`src/pfra_pkg.sv`:
```
`timescale 1ns / 1ps
// ----------------------------------------------------------------------------
// pfra_pkg: shared types and constants of the page frame allocator
// Frame geometry, command and status codes, controller states and the
// command/status bundles between controller and datapath.
// ----------------------------------------------------------------------------
package pfra_pkg;

	// frame geometry
	localparam int NUM_FRAMES = 16384;
	localparam int FRAME_W    = $clog2(NUM_FRAMES);
	localparam int CNT_W      = 8;
	localparam int CFG_W      = 15;
	localparam int STAT_W     = 3;

	// free bitmap: leaf words in RAM, one summary bit per leaf word in flops
	localparam int WORD_BITS  = 32;
	localparam int BIT_W      = $clog2(WORD_BITS);
	localparam int LEAF_DEPTH = NUM_FRAMES / WORD_BITS;
	localparam int LEAF_AW    = $clog2(LEAF_DEPTH);
	localparam int MID_ROWS   = LEAF_DEPTH / WORD_BITS;
	localparam int ROW_W      = $clog2(MID_ROWS);
	localparam int END_W      = CFG_W + 1;

	// configuration register reset values and indexes
	localparam logic [CFG_W-1:0] FIRST_FREE_RST = 15'd256;
	localparam logic [CFG_W-1:0] FREE_COUNT_RST = 15'd16128;
	localparam logic CFG_FIRST_FREE = 1'b0;
	localparam logic CFG_FREE_COUNT = 1'b1;

	localparam logic [CNT_W-1:0] CNT_ONE = 8'd1;
	localparam logic [CNT_W-1:0] CNT_MAX = 8'd255;

	typedef enum logic [1:0] {
		CMD_INIT  = 2'd0,
		CMD_ALLOC = 2'd1,
		CMD_SHARE = 2'd2,
		CMD_FAULT = 2'd3
	} cmd_t;

	typedef enum logic [STAT_W-1:0] {
		ST_OK         = 3'd0,
		ST_NO_FREE    = 3'd1,
		ST_SATURATED  = 3'd2,
		ST_SOLE_OWNER = 3'd3,
		ST_NOT_IN_USE = 3'd4
	} stat_t;

	typedef enum logic [3:0] {
		S_CLEAR,
		S_IDLE,
		S_SWEEP,
		S_READ,
		S_EVAL,
		S_FIND,
		S_TAKE,
		S_WRB,
		S_RESP
	} state_t;

	typedef enum logic [3:0] {
		OP_NONE,
		OP_LOAD,
		OP_SWEEP,
		OP_EVAL,
		OP_FIND,
		OP_TAKE,
		OP_WRB,
		OP_OUT
	} op_t;

	// controller to datapath
	typedef struct packed {
		op_t  op;
		logic range_en;   // sweep frees the configured range
	} dp_cmd_t;

	// datapath to controller
	typedef struct packed {
		cmd_t cmd;
		logic sweep_last;
		logic cnt_zero;
		logic cnt_one;
		logic any_free;
		logic out_busy;
	} dp_stat_t;

	// index of the lowest set bit (zero when none is set)
	function automatic logic [BIT_W-1:0] lowest_set(input logic [WORD_BITS-1:0] v);
		logic [BIT_W-1:0] idx;
		idx = '0;
		for (int b = WORD_BITS - 1; b >= 0; b--) begin
			if (v[b]) idx = BIT_W'(b);
		end
		return idx;
	endfunction

endpackage

```
`src/pfra_ctrl.sv`:
```
`timescale 1ns / 1ps
// ----------------------------------------------------------------------------
// pfra_ctrl: command sequencer
// Steps the datapath through sweeps, count lookups, free frame search and
// result hand-off, one command at a time.
// ----------------------------------------------------------------------------
module pfra_ctrl (
	input  logic              clk,
	input  logic              arst_n,
	input  logic              in_valid,
	input  logic [1:0]        command,
	output logic              in_stall,
	input  pfra_pkg::dp_stat_t st,
	output pfra_pkg::dp_cmd_t  dcmd
);

	pfra_pkg::state_t state_q, state_nxt;

	// state register
	always_ff @(posedge clk or negedge arst_n) begin
		if (!arst_n) state_q <= pfra_pkg::S_CLEAR;
		else         state_q <= state_nxt;
	end

	// next state and datapath commands
	always_comb begin
		state_nxt     = state_q;
		dcmd.op       = pfra_pkg::OP_NONE;
		dcmd.range_en = 1'b0;
		in_stall      = 1'b1;
		case (state_q)
			pfra_pkg::S_CLEAR: begin
				dcmd.op = pfra_pkg::OP_SWEEP;
				if (st.sweep_last) state_nxt = pfra_pkg::S_IDLE;
			end
			pfra_pkg::S_IDLE: begin
				in_stall = 1'b0;
				if (in_valid) begin
					dcmd.op = pfra_pkg::OP_LOAD;
					case (pfra_pkg::cmd_t'(command))
						pfra_pkg::CMD_INIT:  state_nxt = pfra_pkg::S_SWEEP;
						pfra_pkg::CMD_ALLOC: state_nxt = pfra_pkg::S_FIND;
						default:             state_nxt = pfra_pkg::S_READ;
					endcase
				end
			end
			pfra_pkg::S_SWEEP: begin
				dcmd.op       = pfra_pkg::OP_SWEEP;
				dcmd.range_en = 1'b1;
				if (st.sweep_last) state_nxt = pfra_pkg::S_RESP;
			end
			pfra_pkg::S_READ: begin
				state_nxt = pfra_pkg::S_EVAL;
			end
			pfra_pkg::S_EVAL: begin
				dcmd.op = pfra_pkg::OP_EVAL;
				if (st.cmd == pfra_pkg::CMD_SHARE || st.cnt_zero || st.cnt_one)
					state_nxt = pfra_pkg::S_RESP;
				else
					state_nxt = pfra_pkg::S_FIND;
			end
			pfra_pkg::S_FIND: begin
				dcmd.op   = pfra_pkg::OP_FIND;
				state_nxt = st.any_free ? pfra_pkg::S_TAKE : pfra_pkg::S_RESP;
			end
			pfra_pkg::S_TAKE: begin
				dcmd.op   = pfra_pkg::OP_TAKE;
				state_nxt = (st.cmd == pfra_pkg::CMD_ALLOC) ? pfra_pkg::S_RESP
				                                            : pfra_pkg::S_WRB;
			end
			pfra_pkg::S_WRB: begin
				dcmd.op   = pfra_pkg::OP_WRB;
				state_nxt = pfra_pkg::S_RESP;
			end
			pfra_pkg::S_RESP: begin
				dcmd.op = pfra_pkg::OP_OUT;
				if (!st.out_busy) state_nxt = pfra_pkg::S_IDLE;
			end
			default: state_nxt = pfra_pkg::S_IDLE;
		endcase
	end

	// count data is only evaluated in the cycle after its read was issued
	a_eval_after_read: assert property (@(posedge clk) disable iff (!arst_n)
		state_q == pfra_pkg::S_EVAL |-> $past(state_q) == pfra_pkg::S_READ)
		else $error("count evaluated without a preceding read");

	// old count write-back only follows a frame take
	a_wrb_after_take: assert property (@(posedge clk) disable iff (!arst_n)
		state_q == pfra_pkg::S_WRB |-> $past(state_q) == pfra_pkg::S_TAKE)
		else $error("write-back without a frame take");

endmodule

```
`config.mk`:
```
export PLATFORM = sky130hd
export DESIGN_NAME = pfra_ctrl
export DESIGN_NICKNAME = d
export VERILOG_FILES = /design/src/pfra_pkg.sv /design/src/pfra_ctrl.sv
export SDC_FILE = /design/constraint.sdc
export NUM_CORES = 1
export LEC_CHECK = 0
export CORE_AREA = 2 2 39 41
export DETAILED_ROUTE_END_ITERATION = 8
export DIE_AREA = 0 0 41 43
export DONT_BUFFER_PORTS = 1
export PLACE_DENSITY_LB_ADDON = 0.1
export SETUP_SLACK_MARGIN = 0.2
export SYNTH_ARGS = -nofsm -noshare
export SYNTH_HDL_FRONTEND = slang
export SYNTH_SLANG_ARGS = --single-unit
```
`constraint.sdc`:
```
create_clock -name clk -period 1.61 [get_ports clk]
set_clock_uncertainty 0.05 [all_clocks]
set_input_delay 0.0805 -clock clk [delete_from_list [all_inputs] [get_ports clk]]
set_output_delay 0.0805 -clock clk [all_outputs]
set_load 0.1 [all_outputs]
```
After elaboration in Yosys (flattened, before gate mapping)
Cells that the tools add are included.
- logic and storage cells: 35
- register bits after elaboration: 4
- input bits: 12
- eq/ne operators: 15
- reduce and logical (&&, ||, !) cells: 6
- muxes and demuxes: 13
- operator list (kind ; count):
    4-bit case mux with 9 select lines ; 1
    4-bit two-way mux ; 7
    4-bit case mux with 7 select lines ; 1
    4-bit by 3-bit == test with 1-bit output (second input constant) ; 4
    4-bit by 2-bit == test with 1-bit output (second input constant) ; 2
    2-bit != test (second input constant) ; 4
    3-bit case mux with 2 select lines ; 1
    2-bit by 1-bit == test with 1-bit output (second input constant) ; 2
    4-bit by 1-bit == test with 1-bit output (second input constant) ; 1
    4-bit == test (second input constant) ; 1
    4-bit logical NOT ; 1
    4-bit AND reduction ; 1
    1-bit two-way mux ; 3
    2-bit == test (second input constant) ; 1
    2-bit logical NOT ; 1
    1-bit logical OR ; 2
    2-bit OR reduction ; 1

Depth between registers and ports, before layout
- depth after elaboration: 5
- depth in mapped cells: 5

Worst setup path before layout
No wires, ideal clock.
- kind: register to output
- from: register state_q[1]
- to: output dcmd[1] (netlist name)
- cell stages (with the launch flop): 3
- path slack: -1.439 ns
- required time: 1.479 ns
- path buffers: 1
- data arrival time: 2.918 ns
- cells stage by stage: dfrtp_1 -> buf_6 -> o32ai_1
- RTL lines (element ; RTL line ; RTL):
    from (decl) ; pfra_ctrl.sv:17 ; pfra_pkg::state_t state_q, state_nxt;
    from (signal assigned) ; pfra_ctrl.sv:21 ; if (!arst_n) state_q <= pfra_pkg::S_CLEAR;
    from (signal assigned) ; pfra_ctrl.sv:22 ; else state_q <= state_nxt;
    to (decl) ; pfra_ctrl.sv:14 ; output pfra_pkg::dp_cmd_t dcmd

==> flow_results.org <==
** Critical path
- R2r worst-path depth :: 5
- FF-to-FF Start :: state_q[3]
- STA classifies the critical path startpoint as a flop.
- Critical path type :: flop to output pin
- Reg-to-Reg End :: state_q[0]
- Required @ worst endpoint :: 1.48 ns
- STA puts the critical path data arrival time at around 1.4 ns.
- Setup slack on the worst flop-to-flop path :: around 0.21 ns
- Kind of end point of the critical path :: output pin
- Along the worst path, the maximum fanout reaches 6.

** Clock tree
- Number of sinks on the clock net :: 4
- Clock slew at the register clock pins of the worst setup and hold paths :: about 0.04 ns
- In this run the number of H-tree levels came out at 1.
- Number of buffers on the longest clock path :: 2
- TritonCTS built the clock tree.
- The clock reaches the later pin of the worst-skew pair after 0.24 ns.
- In this run the clock root is driven by a clkbuf_4.
- Buffers inserted during clock tree synthesis total 3.

** Global routing
- The first global-routing pass estimated 2.13 mm of wire.
- Entering global routing, the biggest net connects 10 pins.
- The via count of the first global-routing pass is about 550.
- Combined global-route utilization of all metal layers :: roughly 18%
- Global routing finished with a remaining overflow of 0.
- The initial antenna violation count is 0.

** Synth
- A synthesized cell averages about 8.8 sq um.
- Yosys attributes the largest share of cell area to dfrtp_1, nor4b_4, buf_6.
- Share of the synthesized area in the top cell type :: 21.1%
- After technology mapping, the gate count stands at 54.
- After synthesis, flip-flops and latches occupy around a fifth of the total area.
- In this run, distinct cell masters in the synthesized netlist total 30.
- Synthesis produced a netlist with a net count of 66.
- Counting flops and latches in the post-synthesis netlist gives 4.
- Most area-hungry cell type in the Yosys netlist :: dfrtp_1
- The Yosys step of the flow raised 0 warnings.
- Cell Area, Synth :: ~480 sq um

** Floorplan
- The die is about 41 microns wide.
- Measured along the y axis, the die boundary spans around 43 microns.
- Total Die Area :: 1760 sq um
- Starting density of the core :: 34.4%
- The core region is 1380 sq um.
- FP Rows :: 14
- Io pins :: 18

** Placement
- DPL Wire Length :: just over 900 microns
- Number of placed cells counting well taps :: slightly above 70
- In this run the tool buffered the top-level ports with 0 buffer cells.
- Weighted congestion at the end of routability-driven global placement :: 0.864

** Worst hold path
- For hold timing, the worst endpoint is state_q[0].
- The worst hold path was traced through 2 stages.
- Min-Delay Path Class :: input pin to flop
- In this run the most critical hold path is launched from st[4].

** Final layout
- Once layout is complete, the utilization of the core stands at 56.7%.
- Share of final-layout standard cells stronger than drive strength 1 :: between 60% and 70%
- The finished layout holds 91 standard cells, fillers aside.
- Flip-flop count of the largest register after layout :: 4
- Fill count :: between 100 and 150
- After the last flow step, the layout net total stands at slightly below 90.
- Diode insertion count for antenna repair :: 0
- Largest registers ranked by flip-flop count :: state_q: 4 flops
- Synthesis-to-layout area growth :: 65.0%
- The register with the most flip-flops in the final layout is state_q.

** Drt
- For this run, design rule violations remaining after detail routing come to 0.
- Detailed routing inserted a total of slightly above 500 vias.
- Initial DRC Count :: 14
- Via density per instance :: approximately 5.6
- Post-DR wirelength/cell :: between 15 and 20 microns
- The count of nets left with antenna violations once routing finished came out at 0.
- Number of iterations in the first detailed-routing pass :: 4
- Total wire length :: between 1 and 1.5 mm

** STA
- Max Clock Freq :: ~0.65 GHz
- Setup Viol. Count Final :: 0
- Setup repair after global routing could not meet its margin everywhere.
- Final slew viol count :: 0
- The final critical path takes up a little over nine tenths of the cycle.
- For the final routed database, the setup TNS stands at 0 ns.
- For the finished layout, the period the worst path requires is roughly 1.5 ns.
- Worst-case hold slack :: ~0.036 ns
- The number of failing hold endpoints at the final stage is 0.

** Status
- The run finished with clean final reports.

** Job
- The tool flagged a number of max-cap violations equal to 0.
-- repair_timing --
action / in CTS / in global routing
hold buffers: 2 / 0
resized for setup: 9 / 5
buffers inserted: 12 / 2
endpoints found under the hold margin: 5 / 0
endpoints found under the setup margin: 9 / 8
pin swaps: 1 / 1
-- cell families (layout without fill, tap and decap cells) --
| logic type | after synthesis | in the layout | share of synthesized area (%) |
|---|---|---|---|
| compound gates | 19 | 19 | 27.9 |
| mux | 1 | 1 | 2.11 |
| buf+inv | 8 | 29 | 13.4 |
| simple gates | 21 | 21 | 34.7 |
| other cells | 1 | 1 | 0.789 |
| flops | 4 | 4 | 21.1 |
-- synthesized netlist by cell type, drive strengths merged --
master and n:
buf 5, o21ai 5, dfrtp 4, nand2 4, a21oi 3, and2b 3
inv 3, nor2 3, nor3 3, a211oi 2, nand2b 2, nand3b 2
nor2b 2, nor4b 2, o22ai 2, a211o 1, a2bb2oi 1, a32oi 1
conb 1, mux2i 1, o211ai 1, o2bb2ai 1, o31ai 1, o32ai 1
-- worst max-delay path, stage by stage (launching register included) --
cell and delay [ns]:
dfrtp_2 0.44, clkbuf_4 0.18, a21oi_2 0.15, nor3_2 0.06
a21oi_4 0.13, buf_12 0.19
-- per-stage QoR --
stage,setup slack (ns),area (sq um)
2_1_floorplan,-0.0605,528
3_5_place_dp,0.0794,598
6_report,0.0827,785
5_1_grt,0.0346,785
4_1_cts,0.0586,751
3_3_place_gp,0.101,598
-- how the worst max path moves through the flow --
stage	startpoint	end	slack, ns	cells past startpoint
after floorplan	state_q[3]	state_q[1]	-0.06	3
after global placement	state_q[2]	dcmd[2]	0.10	4
after detailed placement	state_q[0]	state_q[3]	0.08	3
after CTS	state_q[3]	dcmd[1]	0.06	4
after global routing	state_q[3]	dcmd[2]	0.03	5
final	state_q[3]	dcmd[2]	0.08	5
-- layout make-up --
type | count | area (sq um) | area share, %
Multi-Input combinational cell | 42 | 394 | 50.2
Inverter | 3 | 11.3 | 1.44
Timing Repair Buffer | 23 | 231 | 29.5
Sequential cell | 4 | 105 | 13.4
Clock buffer | 3 | 22.5 | 2.87
Tap cell | 16 | 20.0 | 2.55
-- layer usage --
metal / global-route usage [%] / routed length (microns)
met2: 31.3 / 774
met3: 2.62 / 56
met4: 14.0 / 18
met1: 18.4 / 521
met5: 0 / 0
-- placed cells by master, fill, tap and decap left out, types with 2 or more instances in the layout --
cell	count
buf_12	4
nand2_1	4
clkbuf_4	4
nand3b_1	2
and2b_2	3
nand2b_4	2
dlygate4sd3_1	2
dfrtp_2	4
nor4b_4	2
nor2b_2	2
buf_4	15
inv_1	2
o21ai_1	3
nor2_1	2
Power is not shown: default switching activity piles up to over one toggle a cycle in this logic, so the estimate is an artifact.
